<file path="src/design/lcr_pkg.sv">
// shared types and constants for the load cell converter serial reader
package lcr_pkg;

  // converter word size and datapath widths
  localparam int SAMPLE_BITS = 24;
  localparam int BIT_CNT_W   = $clog2(SAMPLE_BITS + 1);
  localparam int TIMEOUT_W   = 20;
  localparam int COUNT_W     = 8;
  localparam int SUM_W       = 32;
  localparam int VALUE_W     = 24;
  localparam int CFG_DATA_W  = 20;
  localparam int CFG_IDX_W   = 1;
  localparam int DIV_CNT_W   = $clog2(SUM_W);

  // configuration register indexes
  localparam logic [CFG_IDX_W-1:0] CFG_READY_TIMEOUT = 1'd0;
  localparam logic [CFG_IDX_W-1:0] CFG_AVERAGE_COUNT = 1'd1;

  // configuration reset values
  localparam logic [TIMEOUT_W-1:0] READY_TIMEOUT_RST = 20'd200000;
  localparam logic [COUNT_W-1:0]   AVERAGE_COUNT_RST = 8'd1;

  // one tick word as it travels from the front queue to the sequencer
  typedef struct packed {
    logic read_request;
    logic data_level;
  } lcr_item_t;

  // request to the serial divider
  typedef struct packed {
    logic               start;
    logic [SUM_W-1:0]   dividend;
    logic [COUNT_W-1:0] divisor;
  } lcr_div_req_t;

  // answer from the serial divider
  typedef struct packed {
    logic               done;
    logic [VALUE_W-1:0] quotient;
  } lcr_div_rsp_t;

endpackage

</file>
<file path="src/design/load_cell_adc_serial_reader_core.sv">
// top level of the load cell converter serial reader
//
//   channel  signals                                   direction
//   in       in_valid_i, in_stall_o, read_request_i,   word in
//            data_level_i
//   out      out_valid_o, out_stall_i, result fields   word out
//   cfg      cfg_we_i, cfg_index_i, cfg_data_i         register write
//
// each in word gives exactly one out word; an ordinary tick is stepped by the
// sequencer alone, a tick that closes an average also waits for the serial
// divider, one bit a cycle over the 32-bit sum, and no new word is taken meanwhile
// a two-entry queue keeps taking words while the out word is stalled, until it is full
// reset is asynchronous and active low and clears all control state
module load_cell_adc_serial_reader_core (
  input  logic                               clk_i,
  input  logic                               rst_ni,
  input  logic                               cfg_we_i,
  input  logic [lcr_pkg::CFG_IDX_W-1:0]      cfg_index_i,
  input  logic [lcr_pkg::CFG_DATA_W-1:0]     cfg_data_i,
  input  logic                               in_valid_i,
  output logic                               in_stall_o,
  input  logic                               read_request_i,
  input  logic                               data_level_i,
  output logic                               out_valid_o,
  input  logic                               out_stall_i,
  output logic                               clock_level_o,
  output logic                               busy_res_o,
  output logic                               reading_valid_o,
  output logic signed [lcr_pkg::VALUE_W-1:0] reading_value_o,
  output logic                               average_valid_o,
  output logic signed [lcr_pkg::VALUE_W-1:0] average_value_o,
  output logic                               timed_out_o
);

  logic                  item_valid;
  lcr_pkg::lcr_item_t    item;
  logic                  item_pop;
  lcr_pkg::lcr_div_req_t div_req;
  lcr_pkg::lcr_div_rsp_t div_rsp;

  // word queue
  lcr_front u_front (
    .clk_i          (clk_i),
    .rst_ni         (rst_ni),
    .in_valid_i     (in_valid_i),
    .in_stall_o     (in_stall_o),
    .read_request_i (read_request_i),
    .data_level_i   (data_level_i),
    .item_valid_o   (item_valid),
    .item_o         (item),
    .item_pop_i     (item_pop)
  );

  // average divider
  lcr_div u_div (
    .clk_i  (clk_i),
    .rst_ni (rst_ni),
    .req_i  (div_req),
    .rsp_o  (div_rsp)
  );

  // protocol sequencer
  lcr_back u_back (
    .clk_i           (clk_i),
    .rst_ni          (rst_ni),
    .cfg_we_i        (cfg_we_i),
    .cfg_index_i     (cfg_index_i),
    .cfg_data_i      (cfg_data_i),
    .item_valid_i    (item_valid),
    .item_i          (item),
    .item_pop_o      (item_pop),
    .div_req_o       (div_req),
    .div_rsp_i       (div_rsp),
    .out_valid_o     (out_valid_o),
    .out_stall_i     (out_stall_i),
    .clock_level_o   (clock_level_o),
    .busy_res_o      (busy_res_o),
    .reading_valid_o (reading_valid_o),
    .reading_value_o (reading_value_o),
    .average_valid_o (average_valid_o),
    .average_value_o (average_value_o),
    .timed_out_o     (timed_out_o)
  );

endmodule

</file>
<file path="src/design/lcr_front.sv">
// front queue: accepts tick words and hands them to the sequencer
module lcr_front (
  input  logic              clk_i,
  input  logic              rst_ni,
  input  logic              in_valid_i,
  output logic              in_stall_o,
  input  logic              read_request_i,
  input  logic              data_level_i,
  output logic              item_valid_o,
  output lcr_pkg::lcr_item_t item_o,
  input  logic              item_pop_i
);

  lcr_pkg::lcr_item_t mem_q [2];
  logic       wr_ptr_q, wr_ptr_d;
  logic       rd_ptr_q, rd_ptr_d;
  logic [1:0] count_q, count_d;
  logic       push;
  logic       pop;

  // handshake on both sides
  assign in_stall_o   = (count_q == 2'd2);
  assign push         = in_valid_i && !in_stall_o;
  assign item_valid_o = (count_q != 2'd0);
  assign pop          = item_pop_i && item_valid_o;
  assign item_o       = mem_q[rd_ptr_q];

  // pointer and fill count update
  always_comb begin
    wr_ptr_d = wr_ptr_q;
    rd_ptr_d = rd_ptr_q;
    count_d  = count_q;
    if (push) begin
      wr_ptr_d = !wr_ptr_q;
    end
    if (pop) begin
      rd_ptr_d = !rd_ptr_q;
    end
    case ({push, pop})
      2'b10:   count_d = count_q + 2'd1;
      2'b01:   count_d = count_q - 2'd1;
      default: count_d = count_q;
    endcase
  end

  always_ff @(posedge clk_i or negedge rst_ni) begin
    if (!rst_ni) begin
      wr_ptr_q <= 1'b0;
      rd_ptr_q <= 1'b0;
      count_q  <= 2'd0;
    end else begin
      wr_ptr_q <= wr_ptr_d;
      rd_ptr_q <= rd_ptr_d;
      count_q  <= count_d;
    end
  end

  // queue storage
  always_ff @(posedge clk_i) begin
    if (push) begin
      mem_q[wr_ptr_q] <= '{read_request: read_request_i, data_level: data_level_i};
    end
  end

  // fill count never exceeds the two entries
  a_count_bound: assert property (@(posedge clk_i) disable iff (!rst_ni)
    count_q != 2'd3)
    else $error("front queue count out of range");

endmodule

</file>
<file path="src/design/lcr_div.sv">
// serial signed divider, one quotient bit per cycle, truncating toward zero
module lcr_div (
  input  logic                  clk_i,
  input  logic                  rst_ni,
  input  lcr_pkg::lcr_div_req_t req_i,
  output lcr_pkg::lcr_div_rsp_t rsp_o
);

  logic [lcr_pkg::SUM_W-1:0]     quo_q, quo_d;
  logic [lcr_pkg::COUNT_W-1:0]   rem_q, rem_d;
  logic [lcr_pkg::COUNT_W-1:0]   dvs_q;
  logic [lcr_pkg::DIV_CNT_W-1:0] cnt_q;
  logic                          neg_q;
  logic                          busy_q;
  logic                          done_q;
  logic [lcr_pkg::COUNT_W:0]     trial;
  logic                          ge;
  logic [lcr_pkg::COUNT_W:0]     diff;
  logic [lcr_pkg::SUM_W-1:0]     result;

  // restoring step
  always_comb begin
    trial = {rem_q, quo_q[lcr_pkg::SUM_W-1]};
    ge    = (trial >= {1'b0, dvs_q});
    diff  = trial - {1'b0, dvs_q};
    rem_d = ge ? diff[lcr_pkg::COUNT_W-1:0] : trial[lcr_pkg::COUNT_W-1:0];
    quo_d = {quo_q[lcr_pkg::SUM_W-2:0], ge};
  end

  // control
  always_ff @(posedge clk_i or negedge rst_ni) begin
    if (!rst_ni) begin
      busy_q <= 1'b0;
      done_q <= 1'b0;
      cnt_q  <= '0;
    end else begin
      done_q <= 1'b0;
      if (req_i.start) begin
        busy_q <= 1'b1;
        cnt_q  <= '0;
      end else if (busy_q) begin
        cnt_q <= cnt_q + 1'b1;
        if (cnt_q == lcr_pkg::DIV_CNT_W'(lcr_pkg::SUM_W - 1)) begin
          busy_q <= 1'b0;
          done_q <= 1'b1;
        end
      end
    end
  end

  // datapath: magnitude in, quotient shifts in from the bottom
  always_ff @(posedge clk_i) begin
    if (req_i.start) begin
      neg_q <= req_i.dividend[lcr_pkg::SUM_W-1];
      quo_q <= req_i.dividend[lcr_pkg::SUM_W-1] ? (~req_i.dividend + 1'b1)
                                                : req_i.dividend;
      rem_q <= '0;
      dvs_q <= req_i.divisor;
    end else if (busy_q) begin
      quo_q <= quo_d;
      rem_q <= rem_d;
    end
  end

  // apply the sign to the magnitude quotient
  assign result         = neg_q ? (~quo_q + 1'b1) : quo_q;
  assign rsp_o.done     = done_q;
  assign rsp_o.quotient = result[lcr_pkg::VALUE_W-1:0];

  // no new start lands on a division in flight
  a_no_restart: assert property (@(posedge clk_i) disable iff (!rst_ni)
    busy_q |-> !req_i.start)
    else $error("divider started while busy");

  // done follows the last step of a running division
  a_done_after_busy: assert property (@(posedge clk_i) disable iff (!rst_ni)
    done_q |-> $past(busy_q))
    else $error("divider done without a running division");

endmodule

</file>
<file path="src/design/lcr_back.sv">
// back sequencer: steps the converter protocol one tick word at a time
module lcr_back (
  input  logic                               clk_i,
  input  logic                               rst_ni,
  input  logic                               cfg_we_i,
  input  logic [lcr_pkg::CFG_IDX_W-1:0]      cfg_index_i,
  input  logic [lcr_pkg::CFG_DATA_W-1:0]     cfg_data_i,
  input  logic                               item_valid_i,
  input  lcr_pkg::lcr_item_t                 item_i,
  output logic                               item_pop_o,
  output lcr_pkg::lcr_div_req_t              div_req_o,
  input  lcr_pkg::lcr_div_rsp_t              div_rsp_i,
  output logic                               out_valid_o,
  input  logic                               out_stall_i,
  output logic                               clock_level_o,
  output logic                               busy_res_o,
  output logic                               reading_valid_o,
  output logic signed [lcr_pkg::VALUE_W-1:0] reading_value_o,
  output logic                               average_valid_o,
  output logic signed [lcr_pkg::VALUE_W-1:0] average_value_o,
  output logic                               timed_out_o
);

  // protocol phases
  localparam logic [2:0] PH_IDLE      = 3'd0;
  localparam logic [2:0] PH_WAIT      = 3'd1;
  localparam logic [2:0] PH_HIGH      = 3'd2;
  localparam logic [2:0] PH_LOW       = 3'd3;
  localparam logic [2:0] PH_GAIN_HIGH = 3'd4;
  localparam logic [2:0] PH_GAIN_LOW  = 3'd5;

  // sequencer states
  localparam logic ST_RUN = 1'b0;
  localparam logic ST_DIV = 1'b1;

  localparam int SB = lcr_pkg::SAMPLE_BITS;

  logic [lcr_pkg::TIMEOUT_W-1:0] timeout_q;
  logic [lcr_pkg::COUNT_W-1:0]   avg_cnt_q;

  logic [2:0]                    phase_q, phase_d, phase_x;
  logic [lcr_pkg::TIMEOUT_W-1:0] wait_q, wait_d, wait_x;
  logic [lcr_pkg::BIT_CNT_W-1:0] bit_q, bit_d;
  logic [SB-1:0]                 shift_q, shift_d;
  logic [lcr_pkg::SUM_W-1:0]     sum_q, sum_d, sum_x;
  logic [lcr_pkg::COUNT_W-1:0]   rd_q, rd_d, rd_x;
  logic                          tos_q, tos_d, tos_x;
  logic                          st_q, st_d;
  logic                          out_valid_q, out_valid_d;

  logic                          started;
  logic                          clk_lvl;
  logic                          fin;
  logic                          avg_fin;
  logic [lcr_pkg::SUM_W-1:0]     reading;
  logic [lcr_pkg::COUNT_W-1:0]   cnt_eff;
  logic                          out_free;
  logic                          pop;

  // output payload registers
  logic                          clk_lvl_q;
  logic                          busy_q;
  logic                          rvalid_q;
  logic [lcr_pkg::VALUE_W-1:0]   rvalue_q;
  logic                          avalid_q;
  logic [lcr_pkg::VALUE_W-1:0]   avalue_q;
  logic                          tout_q;

  // configuration registers
  always_ff @(posedge clk_i or negedge rst_ni) begin
    if (!rst_ni) begin
      timeout_q <= lcr_pkg::READY_TIMEOUT_RST;
      avg_cnt_q <= lcr_pkg::AVERAGE_COUNT_RST;
    end else if (cfg_we_i) begin
      case (cfg_index_i)
        lcr_pkg::CFG_READY_TIMEOUT: timeout_q <= cfg_data_i[lcr_pkg::TIMEOUT_W-1:0];
        lcr_pkg::CFG_AVERAGE_COUNT: avg_cnt_q <= cfg_data_i[lcr_pkg::COUNT_W-1:0];
        default: ;
      endcase
    end
  end

  // take a word when running and the output slot is free or draining
  assign out_free   = !out_valid_q || !out_stall_i;
  assign pop        = (st_q == ST_RUN) && item_valid_i && out_free;
  assign item_pop_o = pop;
  assign cnt_eff    = (avg_cnt_q == '0) ? lcr_pkg::COUNT_W'(1) : avg_cnt_q;

  // one protocol tick
  always_comb begin
    started = (phase_q == PH_IDLE) && item_i.read_request;
    phase_x = started ? PH_WAIT : phase_q;
    wait_x  = started ? '0 : wait_q;
    sum_x   = started ? '0 : sum_q;
    rd_x    = started ? '0 : rd_q;
    tos_x   = started ? 1'b0 : tos_q;

    phase_d = phase_x;
    wait_d  = wait_x;
    bit_d   = bit_q;
    shift_d = shift_q;
    sum_d   = sum_x;
    rd_d    = rd_x;
    tos_d   = tos_x;
    clk_lvl = 1'b0;
    fin     = 1'b0;
    avg_fin = 1'b0;
    reading = '0;

    case (phase_x)
      PH_WAIT: begin
        if (!item_i.data_level) begin
          bit_d   = '0;
          shift_d = '0;
          clk_lvl = 1'b1;
          phase_d = PH_HIGH;
        end else if (wait_x >= timeout_q) begin
          tos_d = 1'b1;
          fin   = 1'b1;
        end else begin
          wait_d = wait_x + 1'b1;
        end
      end
      PH_HIGH: begin
        shift_d = {shift_q[SB-2:0], item_i.data_level};
        bit_d   = bit_q + 1'b1;
        phase_d = PH_LOW;
      end
      PH_LOW: begin
        clk_lvl = 1'b1;
        phase_d = (bit_q >= lcr_pkg::BIT_CNT_W'(SB)) ? PH_GAIN_HIGH : PH_HIGH;
      end
      PH_GAIN_HIGH: begin
        phase_d = PH_GAIN_LOW;
      end
      PH_GAIN_LOW: begin
        reading = lcr_pkg::SUM_W'(signed'(shift_q));
        fin     = 1'b1;
      end
      default: begin
        phase_d = PH_IDLE;
      end
    endcase

    // reading finished: accumulate and check the average count
    if (fin) begin
      rd_d    = rd_x + 1'b1;
      sum_d   = sum_x + reading;
      wait_d  = '0;
      avg_fin = (rd_d >= cnt_eff);
      phase_d = avg_fin ? PH_IDLE : PH_WAIT;
    end
  end

  // sequencer state and output valid
  always_comb begin
    st_d        = st_q;
    out_valid_d = out_valid_q && out_stall_i;
    case (st_q)
      ST_RUN: begin
        if (pop) begin
          if (avg_fin) begin
            st_d = ST_DIV;
          end else begin
            out_valid_d = 1'b1;
          end
        end
      end
      ST_DIV: begin
        if (div_rsp_i.done) begin
          st_d        = ST_RUN;
          out_valid_d = 1'b1;
        end
      end
      default: st_d = ST_RUN;
    endcase
  end

  assign div_req_o.start    = pop && avg_fin;
  assign div_req_o.dividend = sum_d;
  assign div_req_o.divisor  = cnt_eff;

  always_ff @(posedge clk_i or negedge rst_ni) begin
    if (!rst_ni) begin
      phase_q     <= PH_IDLE;
      wait_q      <= '0;
      bit_q       <= '0;
      shift_q     <= '0;
      sum_q       <= '0;
      rd_q        <= '0;
      tos_q       <= 1'b0;
      st_q        <= ST_RUN;
      out_valid_q <= 1'b0;
    end else begin
      st_q        <= st_d;
      out_valid_q <= out_valid_d;
      if (pop) begin
        phase_q <= phase_d;
        wait_q  <= wait_d;
        bit_q   <= bit_d;
        shift_q <= shift_d;
        sum_q   <= sum_d;
        rd_q    <= rd_d;
        tos_q   <= tos_d;
      end
    end
  end

  // output word payload
  always_ff @(posedge clk_i) begin
    if (pop) begin
      clk_lvl_q <= clk_lvl;
      busy_q    <= (phase_d != PH_IDLE);
      rvalid_q  <= fin;
      rvalue_q  <= reading[lcr_pkg::VALUE_W-1:0];
      avalid_q  <= avg_fin;
      avalue_q  <= '0;
      tout_q    <= tos_d;
    end else if ((st_q == ST_DIV) && div_rsp_i.done) begin
      avalue_q <= div_rsp_i.quotient;
    end
  end

  assign out_valid_o     = out_valid_q;
  assign clock_level_o   = clk_lvl_q;
  assign busy_res_o      = busy_q;
  assign reading_valid_o = rvalid_q;
  assign reading_value_o = signed'(rvalue_q);
  assign average_valid_o = avalid_q;
  assign average_value_o = signed'(avalue_q);
  assign timed_out_o     = tout_q;

  // an averaged word always closes a reading and ends the busy period
  a_avg_closes: assert property (@(posedge clk_i) disable iff (!rst_ni)
    (out_valid_q && avalid_q) |-> (rvalid_q && !busy_q))
    else $error("average word without a finished reading");

  // nothing is presented while the divider works on the pending word
  a_div_hides_out: assert property (@(posedge clk_i) disable iff (!rst_ni)
    (st_q == ST_DIV) |-> !out_valid_q)
    else $error("output valid during division");

  // a division is entered only from a word that closed an average
  a_div_entry: assert property (@(posedge clk_i) disable iff (!rst_ni)
    $rose(st_q) |-> $past(pop))
    else $error("division entered without a popped word");

endmodule

</file>
<file path="config.mk">
export PLATFORM = sky130hd
export DESIGN_NAME = load_cell_adc_serial_reader_core
export DESIGN_NICKNAME = d
export VERILOG_FILES = /design/src/design/lcr_pkg.sv /design/src/design/load_cell_adc_serial_reader_core.sv /design/src/design/lcr_front.sv /design/src/design/lcr_div.sv /design/src/design/lcr_back.sv
export SDC_FILE = /design/constraint.sdc
export NUM_CORES = 1
export LEC_CHECK = 0
export ABC_AREA = 0
export BUFFER_PORTS_ARGS = -buffer_cell sky130_fd_sc_hd__buf_2
export CAP_MARGIN = 20
export CORE_MARGIN = 1
export CORE_UTILIZATION = 60
export CTS_BUF_LIST = sky130_fd_sc_hd__clkbuf_8 sky130_fd_sc_hd__clkbuf_16
export CTS_CLUSTER_SIZE = 16
export DETAILED_ROUTE_END_ITERATION = 16
export GPL_TIMING_DRIVEN = 1
export PLACE_DENSITY = 0.89
export SYNTH_ARGS = -nofsm -noshare
export SYNTH_HDL_FRONTEND = slang
export SYNTH_SLANG_ARGS = --single-unit
</file>
<file path="constraint.sdc">
create_clock -name clk_i -period 6.9 [get_ports clk_i]
set_input_delay 0.69 -clock clk_i [delete_from_list [all_inputs] [get_ports clk_i]]
set_output_delay 0.69 -clock clk_i [all_outputs]
set_load 0.01 [all_outputs]
</file>
Word-level counts from Yosys, hierarchy flattened:

Memory sizes are Yosys's and may differ from the RTL's.
Index checks and enable logic that the tools add are counted.

* bits in registers: 236
* bits in latches: 0
* bits in writable memories: 4
* ROM bits: 0
* input bits: 28
* output and inout port bits: 55
* word-level logic and storage cells: 136
* memories: 1

* $add $sub $neg: 10
* multipliers: 0
* divide/modulo/power cells: 0
* order comparisons: 4
* eq/ne operators: 10
* shift operators: 0
* multiplexer cells: 55
* bitwise logic cells: 4
* reductions and logical operators: 24

Memory list
* u_front.mem_q: depth 2, width 2, rd ports 1, clocked after Yosys merged registers in 0, wr ports 1, line lcr_front.sv:14 `lcr_pkg::lcr_item_t mem_q [2];`

Operator list (count)
* two-way mux 32 bit: 6
* two-way mux 20 bit: 5
* two-way mux 24 bit: 2
* one-hot mux 24 bit (2 select lines): 1
* adder 32 x 1 -> 32 bit, second input constant: 1
* adder 32 bit: 1
* two-way mux 8 bit: 4
* inverter 32 bit: 1
* adder 24 x 1 -> 24 bit, second input constant: 1
* inverter 24 bit: 1
* two-way mux 1 bit: 23
* adder 20 x 1 -> 20 bit, second input constant: 1
* >= comparator 20 bit: 1
* two-way mux 5 bit: 3
* one-hot mux 3 bit (5 select lines): 1
* two-way mux 3 bit: 4
* adder 5 x 1 -> 5 bit, second input constant: 2
* one-hot mux 5 bit (2 select lines): 1
* >= comparator 9 x 8 -> 1 bit: 1
* adder 8 x 1 -> 8 bit, second input constant: 1
* >= comparator 8 bit: 1
* logical AND 1 bit: 8
* logical NOT 8 bit: 1
* one-hot mux 1 bit (2 select lines): 4
* other kinds (20): 32

Logic depth before layout (Yosys ltp):

* word-level depth: 12
* mapped depth: 27
* depth with buffers taken out: 20

Hierarchy:

A second synthesis with hierarchy kept.

* cell total of the unflattened synthesis: 1607
* area, all modules: 14463.9 µm²

By module, submodules not included
* lcr_back: instances 1, cells each 1153, area each 10173.5 µm², sequential area each 4438.0 µm²
* lcr_div: instances 1, cells each 430, area each 3948.8 µm², sequential area each 1566.5 µm²
* lcr_front: instances 1, cells each 24, area each 341.6 µm², sequential area each 220.2 µm²

Least setup slack after synthesis:

Ideal clock, no wire load.

* path kind: flip-flop to flip-flop
* start: register u_front.rd_ptr_q
* end: register u_div.quo_q[28] (netlist name), data pin
* setup time: 260 ps
* arrival time: 5843 ps
* data required time: 6640 ps
* slack: 797 ps
* stages on the path, launching flop included: 27
* path buffers: 8
* clock period less this slack: 6103 ps
* path through: dfrtp_1 > mux2i_1 > or4_1 > clkbuf_1 > clkbuf_1 > clkbuf_1 > clkbuf_1 > clkbuf_1 > and2_1 > ha_1 > nand4_1 > nor4_1 > a221oi_1 > a31oi_4 > nor2_1 > buf_6 > clkbuf_1 > clkbuf_1 > mux2i_1 > ha_1 > inv_1 > nor2_1 > a32o_1 > nand4_1 > o31ai_2 > xnor2_1 > mux2_2

* cells in the longest elaborated chain, start to end: 12
* elaborated cells between the ends (all ways): 23
* classes of those cells: add/sub: 3; order compare: 2; eq/ne: 2; mux: 12; bitwise: 1; reduce/logical: 2; memory: 1

RTL lines
* from (decl): line lcr_front.sv:16 `logic rd_ptr_q, rd_ptr_d;`
* from (signal assigned): line lcr_front.sv:53 `rd_ptr_q <= rd_ptr_d;`
* memory (2 x 2 bit) *
* branches (longest 10 deep; another with adder 32 bit)
* two-way mux 32 bit *: line lcr_div.sv:53 `if (req_i.start) begin`
* to (signal assigned): line lcr_div.sv:55 `quo_q <= req_i.dividend[lcr_pkg::SUM_W-1] ? (~req_i.dividend + 1'b1)`
* to (signal assigned): line lcr_div.sv:60 `quo_q <= quo_d;`
* to (decl): line lcr_div.sv:9 `logic [lcr_pkg::SUM_W-1:0] quo_q, quo_d;`

Every way passes the cells marked *.
A chain may end at the register's enable or synchronous reset.

Worst setup path after layout:

* start: register u_back.phase_q[2]
* end: register u_div.quo_q[26] (netlist name), data pin

* cells in the longest elaborated chain, start to end: 12
* elaborated cells between the ends (all ways): 23
* classes of those cells: add/sub: 3; order compare: 2; eq/ne: 2; mux: 12; bitwise: 1; reduce/logical: 3

RTL lines
* from (decl): line lcr_back.sv:41 `logic [2:0] phase_q, phase_d, phase_x;`
* from (signal assigned): line lcr_back.sv:198 `phase_q <= phase_d;`
* branches (longest 11 deep; another with adder 32 bit)
* two-way mux 32 bit *: line lcr_div.sv:53

Marked as above.

==> out/qor.yml <==
clock_network:
  hold_buffers: 0
  cts_tree: "done"
  clk_latency_ns: 0.55
  ctsResizeCount: 0
  cts_buffers: 26
  post-cts-setup-buffers: 0
  clkTransAtPathRegs_ns: 0.06
  cts.path.max_buffers: 3
  cts_root_buf: "clkbuf_16"
  h-tree-depth: 1
  cts.sinks: 240
final_layout:
  fin_nets: 1872
  nFillCells: 1953
  diodes: 0
  drive_above_1_share_pct: 10.3
  final_cells: 2111
  syn_to_final_growth_pct: 9.18
global_route:
  grt_max_degree: 75
  grt_pass1_wl_um: 64900
  grt_overflow: 0
  grt_pass1_vias: 13059
  grt_usage_pct: 30.8
  antenna_found_initial: 0
outcome:
  outcome: "finished clean"
setup_path:
  cp.arrival_ns: 6.64
  start_kind: "register"
  r2r_end: "u_div.quo_q[26]"
  worst-path-max-fanout: 57
  worst_path_max_delay_cell: "a2111oi_0"
  crit_path_max_incr_delay_ns: 0.94
  path_class: "reg -> reg"
  worstReg2RegStart: "u_back.phase_q[2]"
  reg2reg_depth: 16
  cp_cell_sequence: "or4_2 -> buf_4 -> and2_1 -> ha_1 -> o211ai_1 -> a2111oi_0 -> and3_1 -> nor2_1 -> a21oi_1 -> mux2_2 -> o211a_1 -> buf_4 -> inv_1 -> o21ai_1 -> xnor2_1 -> mux2_2"
  end_kind: "register"
  cp.required_ns: 7.20
  r2r_slack_ns: 0.56
routing:
  first_pass_iters: 5
  wl_um: 39300
  vias: 13217
  drc: 0
  drt-wirelength-per-cell_um: 18.6
  antenna_left: 0
  via_per_inst: 6.26
  drt_first_iter_violations: 1440
logic_synthesis:
  synth_edf_count: 74
  synth_area_per_cell_um2: 8.68
  postSynth.asyncResetShare_pct: 55.8
  netlist_instances: 1742
  synth_cell_types: 81
  synthFlopType: "dfrtp_1"
  synthesis.area_um2: 15100
  synth_seq_area_share_pct: 41.2
  synth_fp_nets: 1847
  ys.warnings.count: 0
  ys_ff_latch: 240
sta:
  setup_viol: 0
  finalSetupTns_ns: 0
  max_slew.worst_pin.slew_ns: 1.08
  max_slew_margin_pct: 28.0
  final_hold_viol_count: 0
  fin_crit_ns: 6.34
  fin_skew_ns: 0.0195
  fmax_mhz: 158
  slew_violations: 0
  fin_crit_sh_pct: 91.9
  rsz0062_at_grt: "no"
place:
  dp_hpwl_um: 28000
  gp_congestion: 0.921
  port_buffers: 82
  place_inst: 2063
floorplanning:
  row_count: 57
  initial_core_util_pct: 61.6
  core-area_um2: 24500
  die_x_um: 161
  die_y_um: 161
  dieArea_um2: 25800
  boundaryPins: 83
power:
  power_density_nw_per_um2: 233
  vdd_drop_max_mv: 0.309
  p_leak_nw: 7.29
min_path:
  hold_path.class: "in -> async"
job:
  maxCapViolations: 0
flip-flops by register name (all words and copies together), names as in the netlist, 2 cells and up:
register                cells
u_back.rd_q                 8
u_back.reading_value_o     24
u_front.mem_q               4
u_back.shift_q             24
u_div.quo_q                32
u_front.count_q             2
u_back.wait_q              20
u_back.average_value_o     24
u_div.rem_q                 8
u_back.bit_q                5
u_back.phase_q              3
u_back.sum_q               32
u_back.timeout_q           20
u_div.cnt_q                 5
u_back.avg_cnt_q            8
u_div.dvs_q                 8
cells in the final DEF, fill, tap and decap left out, types with 7 or more instances in the layout:
| master | n |
|---|---|
| and2_1 | 76 |
| o211ai_1 | 8 |
| a31oi_1 | 16 |
| clkbuf_16 | 26 |
| dfxtp_1 | 32 |
| or3_1 | 10 |
| xor2_1 | 49 |
| nor4_1 | 13 |
| nor2b_1 | 11 |
| buf_2 | 81 |
| nand3_1 | 41 |
| ha_1 | 75 |
| dfstp_2 | 7 |
| mux2_2 | 21 |
| o31ai_1 | 21 |
| and3_1 | 21 |
| and4_1 | 8 |
| nor2_1 | 98 |
| inv_1 | 77 |
| nand2b_1 | 13 |
| nor3_1 | 28 |
| buf_4 | 18 |
| o21ai_0 | 191 |
| xnor2_1 | 35 |
| dfrtp_1 | 127 |
| a21oi_1 | 101 |
| nand4_1 | 21 |
| o21a_1 | 8 |
| a21o_1 | 12 |
| edfxtp_1 | 74 |
| mux2i_1 | 23 |
| nand2_1 | 281 |
| a211oi_1 | 31 |
layout make-up:
type	instances	area, µm²	area share (%)
inverter	66	248	1.50
clock inverter	17	87.6	0.531
clock buffer	31	719	4.36
tap	324	405	2.46
sequential	240	6220	37.7
multi-input combinational	1333	8270	50.1
timing repair buffer	100	552	3.34
kinds of logic after synthesis:
group	Yosys count	share of synthesized area, %
compound gates	477	19.6
xor+xnor	84	4.87
fa+ha+maj	77	6.47
buf+inv	169	4.33
flops	240	41.2
mux	44	3.09
simple gates	651	20.5
per-stage QoR:
stage / utilization, % / power, mW / hold slack, ns / area, µm² / setup slack [ns]
after floorplan: - / 2.26 / 0.394 / 15100 / 0.797
after global placement: 64.0 / 2.49 / 0.441 / 15700 / 0.960
after detailed placement: 64.0 / 2.53 / 0.455 / 15700 / 0.817
after CTS: 67.3 / 3.84 / 0.204 / 16500 / 0.802
after global routing: 67.3 / 4.01 / 0.236 / 16500 / 0.281
final: 67.3 / 3.84 / 0.177 / 16500 / 0.560
routing by layer:
layer / global-route usage [%] / vias up / wire length [µm]
li1: - / 6294 / -
met1: 38.9 / 6282 / 16200
met2: 52.9 / 518 / 19200
met3: 4.34 / 123 / 2400
met4: 13.0 / 0 / 1440
met5: 0 / - / 0
synth_stat cells (4+ instances only):
cell type  instances  area [µm²]
o31a_1             4        35.0
o41ai_1            6        52.6
nor4_1            14        87.6
a41oi_1            5        43.8
a2111oi_0          4        35.0
dfxtp_1           32         641
a31oi_1           16         100
o21ai_1            6        30.0
and4_1             8        70.1
or4_1              5        37.5
a22o_1             4        35.0
o21a_1             8        60.1
nand3_1           42         210
a22oi_1            4        30.0
nand4_1           21         131
dfrtp_1          127        3180
ha_1              75         938
inv_1             65         244
and2_1            76         475
nand3b_1           5        37.5
edfxtp_1          74        2220
nor3_1            29         145
a21boi_0           6        45.0
mux2i_1           23         230
xor2_1            49         429
and3_1            21         131
or3_1             10        62.6
o21ai_0          191         956
nor2b_1           12        75.1
a211o_1            5        43.8
nand2b_1          13        81.3
a21oi_1          101         505
clkbuf_1          85         319
nand2_1          282        1060
a21o_1            12        90.1
buf_2             10        50.1
nor2_1            99         372
mux2_2            21         236
o31ai_1           21         158
buf_1              7        26.3
a211oi_1          31         233
o211ai_1           8        60.1
dfstp_2            7         184
xnor2_1           35         307
worst max-delay path: cells and delay by family, from the launching register on:
family / cells / cell delay, ns
xor gates and xnor gates: 1 / 0.15
and+or+nand+nor: 4 / 1.55
DFF: 1 / 0.57
adders and majority gates: 1 / 0.48
buffers and inverters: 3 / 0.96
AOI/OAI and AO/OA: 5 / 1.71
muxes: 2 / 0.64
report_power, final:
group | switching [mW] | internal [mW] | total [mW]
Combinational | 0.574 | 0.225 | 0.799
Clock | 0.575 | 0.737 | 1.31
Sequential | 0.0927 | 1.64 | 1.73
worst max-delay path by stage:
stage | start | to
after global placement | u_back.phase_q[2] | u_div.quo_q[26]
after floorplan | u_front.rd_ptr_q | u_div.quo_q[28]
after detailed placement | u_back.phase_q[2] | u_div.quo_q[28]
after global routing | u_back.phase_q[2] | u_div.quo_q[28]
after CTS | u_back.phase_q[2] | u_div.quo_q[28]
final | u_back.phase_q[2] | u_div.quo_q[26]
Note: power is estimated with default switching activity, not from simulation.
